===== src/design/iir3_pkg.sv =====
// Shared types, constants and microcode ROM for the third-order IIR filter.
package iir3_pkg;

    // Fixed formats: coefficients Q2.16, delay words Q24.8
    localparam int COEF_W    = 18;
    localparam int STATE_W   = 32;
    localparam int SAMPLE_W  = 16;
    localparam int COEF_FRAC = 16;
    localparam int STATE_FRAC = 8;
    localparam int PROD_FRAC = COEF_FRAC + STATE_FRAC;
    localparam int PROD_W    = COEF_W + STATE_W;
    // worst case is four full-scale products plus guard
    localparam int ACC_W     = PROD_W + 2;

    localparam int NUM_REGS  = 7;
    localparam int IDX_W     = 3;

    // register indexes on the configuration port
    localparam logic [IDX_W-1:0] REG_FF0 = 3'd0;
    localparam logic [IDX_W-1:0] REG_FF1 = 3'd1;
    localparam logic [IDX_W-1:0] REG_FF2 = 3'd2;
    localparam logic [IDX_W-1:0] REG_FF3 = 3'd3;
    localparam logic [IDX_W-1:0] REG_FB1 = 3'd4;
    localparam logic [IDX_W-1:0] REG_FB2 = 3'd5;
    localparam logic [IDX_W-1:0] REG_FB3 = 3'd6;

    typedef logic signed [COEF_W-1:0] t_coef;
    typedef logic signed [STATE_W-1:0] t_state;

    localparam t_coef COEF_RST [NUM_REGS] = '{
        18'sd1094, 18'sd3283, 18'sd3283, 18'sd1094,
        -18'sd117834, 18'sd80020, -18'sd18992
    };

    // 200.0 in Q24.8
    localparam t_state DLY_RST = 32'sd51200;

    // microcode field codes
    localparam int PC_W = 4;

    localparam logic [1:0] BR_SEQ      = 2'd0;
    localparam logic [1:0] BR_WAIT_IN  = 2'd1;
    localparam logic [1:0] BR_WAIT_OUT = 2'd2;

    localparam logic [1:0] WSEL_W1   = 2'd0;
    localparam logic [1:0] WSEL_W2   = 2'd1;
    localparam logic [1:0] WSEL_W3   = 2'd2;
    localparam logic [1:0] WSEL_WNEW = 2'd3;

    localparam logic [2:0] ACC_NOP   = 3'd0;
    localparam logic [2:0] ACC_LOADS = 3'd1;
    localparam logic [2:0] ACC_SUB   = 3'd2;
    localparam logic [2:0] ACC_ADD   = 3'd3;
    localparam logic [2:0] ACC_LOADP = 3'd4;

    localparam logic [PC_W-1:0] PC_IDLE = 4'd0;

    typedef struct packed {
        logic [1:0]       br;
        logic [PC_W-1:0]  tgt;
        logic [IDX_W-1:0] csel;
        logic [1:0]       wsel;
        logic [2:0]       acc_op;
        logic             w_upd;
        logic             out_upd;
    } t_uc_word;

    // Product issued in step k is consumed by the accumulator in step k+1.
    function automatic t_uc_word uc_rom(input logic [PC_W-1:0] pc);
        t_uc_word uw;
        uw = '{br: BR_SEQ, tgt: PC_IDLE, csel: REG_FF0, wsel: WSEL_W1,
               acc_op: ACC_NOP, w_upd: 1'b0, out_upd: 1'b0};
        case (pc)
            4'd0: begin
                uw.br = BR_WAIT_IN; uw.csel = REG_FB1; uw.wsel = WSEL_W1;
                uw.acc_op = ACC_LOADS;
            end
            4'd1: begin
                uw.csel = REG_FB2; uw.wsel = WSEL_W2; uw.acc_op = ACC_SUB;
            end
            4'd2: begin
                uw.csel = REG_FB3; uw.wsel = WSEL_W3; uw.acc_op = ACC_SUB;
            end
            4'd3: begin
                uw.acc_op = ACC_SUB;
            end
            4'd4: begin
                uw.csel = REG_FF1; uw.wsel = WSEL_W1; uw.w_upd = 1'b1;
            end
            4'd5: begin
                uw.csel = REG_FF0; uw.wsel = WSEL_WNEW; uw.acc_op = ACC_LOADP;
            end
            4'd6: begin
                uw.csel = REG_FF2; uw.wsel = WSEL_W2; uw.acc_op = ACC_ADD;
            end
            4'd7: begin
                uw.csel = REG_FF3; uw.wsel = WSEL_W3; uw.acc_op = ACC_ADD;
            end
            4'd8: begin
                uw.acc_op = ACC_ADD;
            end
            4'd9: begin
                uw.br = BR_WAIT_OUT; uw.tgt = PC_IDLE; uw.out_upd = 1'b1;
            end
            default: begin
                uw.br = BR_WAIT_OUT; uw.tgt = PC_IDLE;
            end
        endcase
        return uw;
    endfunction

endpackage


===== src/design/third_order_iir_filter_unit.sv =====
// Third-order direct form II IIR filter: microcoded sequencer around one MAC.
// An input beat runs the feedback and feedforward products, then the result
// write, which waits while the output slot is full. The next beat is taken
// only at idle: the seven products go one at a time through the single 18x32
// multiplier and its accumulator. Reset (synchronous, active low): coefficients
// to defaults, delay line to 200.0, sequencer idle, output empty.
module third_order_iir_filter_unit
    import iir3_pkg::*;
(
    input  logic                       i_clk,
    input  logic                       i_rst_n,
    input  logic                       i_in_valid,
    output logic                       o_in_ready,
    input  logic signed [SAMPLE_W-1:0] i_sample_in,
    output logic                       o_out_valid,
    input  logic                       i_out_ready,
    output logic signed [SAMPLE_W-1:0] o_sample_out,
    output logic                       o_clamped,
    input  logic                       i_cfg_we,
    input  logic [IDX_W-1:0]           i_cfg_idx,
    input  logic [COEF_W-1:0]          i_cfg_wdata
);

    localparam logic signed [ACC_W-1:0] HALF_W = ACC_W'(1) <<< (COEF_FRAC - 1);
    localparam logic signed [ACC_W-1:0] HALF_Y = ACC_W'(1) <<< (PROD_FRAC - 1);
    localparam logic signed [ACC_W-1:0] W_MAX  = ACC_W'(64'sd2147483647);
    localparam logic signed [ACC_W-1:0] W_MIN  = ACC_W'(-64'sd2147483648);
    localparam logic signed [ACC_W-1:0] Y_MAX  = ACC_W'(32767);
    localparam logic signed [ACC_W-1:0] Y_MIN  = ACC_W'(-32768);

    logic [PC_W-1:0]          r_pc, n_pc;
    t_coef                    r_coef [NUM_REGS];
    t_state                   r_dly  [3];
    t_state                   r_wnew;
    logic                     r_hit;
    logic signed [PROD_W-1:0] r_prod;
    logic signed [ACC_W-1:0]  r_acc, n_acc;
    logic                     r_out_valid;
    logic signed [SAMPLE_W-1:0] r_out_sample;
    logic                     r_out_clamped;

    t_uc_word                 uw;
    logic                     in_beat;
    logic                     out_free;
    t_coef                    mul_c;
    t_state                   mul_w;
    logic signed [ACC_W-1:0]  w_rnd, w_sh, y_rnd, y_sh;
    t_state                   w_sat;
    logic                     w_clip;
    logic signed [SAMPLE_W-1:0] y_sat;
    logic                     y_clip;

    assign uw         = uc_rom(r_pc);
    assign o_in_ready = i_rst_n && (r_pc == PC_IDLE);
    assign in_beat    = i_in_valid && o_in_ready;
    assign out_free   = !r_out_valid || i_out_ready;

    // operand selection for the shared multiplier
    always_comb begin
        mul_c = r_coef[uw.csel];
        case (uw.wsel)
            WSEL_W1:   mul_w = r_dly[0];
            WSEL_W2:   mul_w = r_dly[1];
            WSEL_W3:   mul_w = r_dly[2];
            WSEL_WNEW: mul_w = r_wnew;
            default:   mul_w = r_dly[0];
        endcase
    end

    always_comb begin
        case (uw.acc_op)
            ACC_LOADS: n_acc = ACC_W'(i_sample_in) <<< PROD_FRAC;
            ACC_SUB:   n_acc = r_acc - ACC_W'(r_prod);
            ACC_ADD:   n_acc = r_acc + ACC_W'(r_prod);
            ACC_LOADP: n_acc = ACC_W'(r_prod);
            default:   n_acc = r_acc;
        endcase
    end

    // new delay word: round half up, then saturate to 32 bits
    always_comb begin
        w_rnd  = r_acc + HALF_W;
        w_sh   = w_rnd >>> COEF_FRAC;
        w_clip = 1'b1;
        if (w_sh > W_MAX) begin
            w_sat = W_MAX[STATE_W-1:0];
        end else if (w_sh < W_MIN) begin
            w_sat = W_MIN[STATE_W-1:0];
        end else begin
            w_sat  = w_sh[STATE_W-1:0];
            w_clip = 1'b0;
        end
    end

    always_comb begin
        y_rnd  = r_acc + HALF_Y;
        y_sh   = y_rnd >>> PROD_FRAC;
        y_clip = 1'b1;
        if (y_sh > Y_MAX) begin
            y_sat = Y_MAX[SAMPLE_W-1:0];
        end else if (y_sh < Y_MIN) begin
            y_sat = Y_MIN[SAMPLE_W-1:0];
        end else begin
            y_sat  = y_sh[SAMPLE_W-1:0];
            y_clip = 1'b0;
        end
    end

    always_comb begin
        case (uw.br)
            BR_WAIT_IN:  n_pc = in_beat ? r_pc + 1'b1 : r_pc;
            BR_WAIT_OUT: n_pc = out_free ? uw.tgt : r_pc;
            default:     n_pc = r_pc + 1'b1;
        endcase
    end

    always_ff @(posedge i_clk) begin
        if (!i_rst_n) begin
            r_pc        <= PC_IDLE;
            r_out_valid <= 1'b0;
            r_hit       <= 1'b0;
            for (int i = 0; i < NUM_REGS; i++) begin
                r_coef[i] <= COEF_RST[i];
            end
            for (int i = 0; i < 3; i++) begin
                r_dly[i] <= DLY_RST;
            end
        end else begin
            r_pc <= n_pc;
            if (i_cfg_we && (i_cfg_idx <= REG_FB3)) begin
                r_coef[i_cfg_idx] <= t_coef'(i_cfg_wdata);
            end
            if (uw.w_upd) begin
                r_hit <= w_clip;
            end
            if (uw.out_upd && out_free) begin
                r_out_valid <= 1'b1;
                r_dly[2]    <= r_dly[1];
                r_dly[1]    <= r_dly[0];
                r_dly[0]    <= r_wnew;
            end else if (i_out_ready) begin
                r_out_valid <= 1'b0;
            end
        end
    end

    // datapath, no reset
    always_ff @(posedge i_clk) begin
        r_prod <= mul_c * mul_w;
        r_acc  <= n_acc;
        if (uw.w_upd) begin
            r_wnew <= w_sat;
        end
        if (uw.out_upd && out_free) begin
            r_out_sample  <= y_sat;
            r_out_clamped <= r_hit | y_clip;
        end
    end

    assign o_out_valid  = r_out_valid;
    assign o_sample_out = r_out_sample;
    assign o_clamped    = r_out_clamped;

endmodule


===== config.mk =====
export PLATFORM = sky130hd
export DESIGN_NAME = third_order_iir_filter_unit
export DESIGN_NICKNAME = d
export VERILOG_FILES = /design/src/design/iir3_pkg.sv /design/src/design/third_order_iir_filter_unit.sv
export SDC_FILE = /design/constraint.sdc
export NUM_CORES = 2
export LEC_CHECK = 0
export ABC_CLOCK_PERIOD_IN_PS = 16800
export BUFFER_PORTS_ARGS = -buffer_cell sky130_fd_sc_hd__buf_2
export CORE_MARGIN = 3
export CORE_UTILIZATION = 40
export CTS_CLUSTER_SIZE = 30
export DETAILED_ROUTE_END_ITERATION = 16
export PLACE_DENSITY = 0.64
export SYNTH_ARGS = -nofsm -noshare
export SYNTH_HDL_FRONTEND = slang
export SYNTH_SLANG_ARGS = --single-unit

===== constraint.sdc =====
create_clock -name i_clk -period 16.8 [get_ports i_clk]
set_input_delay 0.84 -clock i_clk [delete_from_list [all_inputs] [get_ports i_clk]]
set_output_delay 0.84 -clock i_clk [all_outputs]
set_load 0.01 [all_outputs]

==> reports/qor.yml <==
outcome:
  status: "complete, no violations"
floorplan:
  io-pin-count: 61
  die_area_sq_mm: 0.108
  die_w_microns: 328
  core_area_sq_mm: 0.102
  die_h_microns: 328
  start_util: 0.406
  row_count: 117
clock_tree:
  cts-resized-gates: 0
  cts.clk_slew.worst_paths_ps: 60
  cts_buffers: 46
  insertion_delay_ps: 600
  clk_path_buf_depth: 3
  ctsRootBufferMaster: "clkbuf_16"
  cts_hold_buf: 0
  cts_sinks: 397
  htree_num_levels: 2
  cts_tree: "built"
  postCtsSetupBuffers: 0
cells_and_area:
  fillCellCount: 9901
  drive_gt1_frac: 0.0649
  multi_input_area_sq_mm: 0.0273
  area_growth_pct: 8.49
  nNetsFinal: 5190
  layout_commonest_cell: "inv_1"
  seq_area_sq_mm: 0.0112
  final_cell_mix: "inv_1, nand2_1, fa_1, edfxtp_1, nor2_1"
  num_antenna_cells: 0
yosys:
  mappedNetlistArea_sq_mm: 0.0416
  synth_xor_xnor_area_share: 0.0432
  synth_cell_type_count: 84
  synth_top_family_by_area: "adder cells"
  synth_top_area_share: 0.267
  synth_compound_area_frac: 0.0873
  synth_simple_gate_area_share: 0.176
  postSynthAreaPerCell_sq_um: 9.37
  synth_fa_ha_area_frac: 0.321
  ys_seq_area_frac: 0.269
  ys_ff_latch: 397
  synth-async-reset-ratio: 0
  synth_area_leaders: "fa_1, edfxtp_1, inv_1"
  synth.mux.area_fraction: 0.0213
  synthFlopType: "edfxtp_1"
  yosys.area.top_type: "fa_1"
  synth_warnings: 0
  synth_edf_count: 323
  postSynthCellCount: 4438
setup_path:
  r2r_cells: 26
  reg2reg_setup_slack_ps: 7180
  cp-startpoint: "r_pc[1]"
  cp_num_buf_inv: 5
  cp.depth: 26
  cp_top_family: "adder cells"
  cp_slowest_cell: "mux2i_1"
  cp_max_fo: 64
  crit_top_cell: "fa_1"
  worstSetupPathType: "flop to flop"
  r2r-start: "r_pc[1]"
  cp-end-kind: "flop"
  worstPathArrival_ps: 10090
  max_stage_delay_ps: 900
  cp-endpoint: "r_prod[47]"
  reg2reg_to: "r_prod[47]"
  startpoint_type: "flop"
  crit_required_ps: 17260
global_routing:
  antenna_found_initial: 0
  grt_pass1_vias: 32700
  track_usage: 0.221
  overflow: 0
  grt_max_degree: 106
  grt_pass1_wl_mm: 187
placement:
  io_buffer_count: 60
  place.gp.congestion: 0.910
  hpwl_mm: 86.2
min_path:
  worstHoldStart: "r_coef[6][10]"
  hold_path_class: "flop to flop"
routing:
  wl_mm: 117
  dr.pass1.iters: 5
  via_per_inst: 5.40
  wl_per_cell_microns: 20.0
  drt_iter0_markers: 2509
  route.detailed.drc: 0
  drtAntennaViolNets: 0
  vias: 31400
sta:
  fmax_mhz: 104
  slew_violations: 0
  finalSetupViolations: 0
  clock_skew_ps: 24.1
  worstMarginPinSlew_ps: 1090
  fin_crit_sh: 0.573
  relSlewSlack: 0.250
  hold_viol_final: 0
  tns_ps: 0
  grt_setup_unrepaired: "no"
  min_period_ps: 9620
flow_run:
  cap_violations: 0
flip-flops by register name (all words and copies together), names as in the netlist:
| signal | count |
|---|---|
| r_coef | 144 |
| r_dly | 96 |
| r_acc | 52 |
| r_prod | 50 |
| r_wnew | 32 |
| o_sample_out | 16 |
| r_pc | 4 |
| o_clamped | 1 |
| o_out_valid | 1 |
| r_hit | 1 |
layout make-up:
cell class | instances | share of cell area
timing repair buffer | 137 | 0.0195
inverter | 674 | 0.0561
tap | 1368 | 0.0379
sequential | 397 | 0.248
clock buffer | 64 | 0.0284
multi-input combinational | 3159 | 0.604
clock inverter | 21 | 0.00596
stage by stage:
stage                     setup slack [ps]  std cells  hold slack (ps)   util  instance area, sq um
after floorplan                       8420       4455              454      -                 41600
after global placement                7430       5735              465  0.425                 43600
after detailed placement              7280       5735              471  0.425                 43600
after CTS                             7240       5820              486  0.440                 45100
after global routing                  6590       5820              509  0.440                 45100
final                                 7180       5820              486  0.440                 45100
per-layer routing:
metal,GRT usage,vias up,share of wire
met3,0.0425,217,0.075
li1,-,14300,-
met5,0,-,0
met1,0.302,15800,0.43
met4,0.0637,0,0.030
met2,0.357,1124,0.46
how the worst min path moves through the flow:
stage	endpoint	slack [ps]	cells after the start
floorplan	r_coef[6][17]	450	2
global placement	r_coef[6][17]	470	2
detailed placement	r_coef[6][12]	470	2
CTS	r_coef[6][16]	490	2
global route	r_coef[6][7]	510	2
finish	r_coef[6][10]	490	2
Yosys cell counts (all sizes together), types with 11 or more instances:
cell type,count
a31oi,19
o21a,16
a22oi,15
inv,674
o21ai,188
clkbuf,194
o211ai,16
o21bai,18
nor2b,90
nor4,13
o31ai,14
nand4,37
edfxtp,323
nor3,34
a21o,51
mux2,19
ha,179
a21oi,141
nand2b,87
fa,554
mux2i,67
dfxtp,74
nand3,115
nor2,278
and3,127
and2,92
xnor2,124
or2,13
a211oi,28
nand2,611
a21boi,11
buf,31
xor2,81
worst min-delay path, delay by kind of cell, from the launching register on:
kind / cells / cell delay (ps)
AO/OA/AOI/OAI: 1 / 70
flip-flops: 1 / 330
AND/OR/NAND/NOR: 1 / 50
cell families after synthesis:
group                      count (synthesis)
xor gates and xnor gates                 205
AOI/OAI and AO/OA                        580
muxes                                     86
and+or+nand+nor                         1537
DFF                                      397
buffers and inverters                    899
other                                      1
adders and majority gates                733
Power is not shown: default switching activity piles up to over one toggle a cycle in this logic, so the estimate is an artifact.
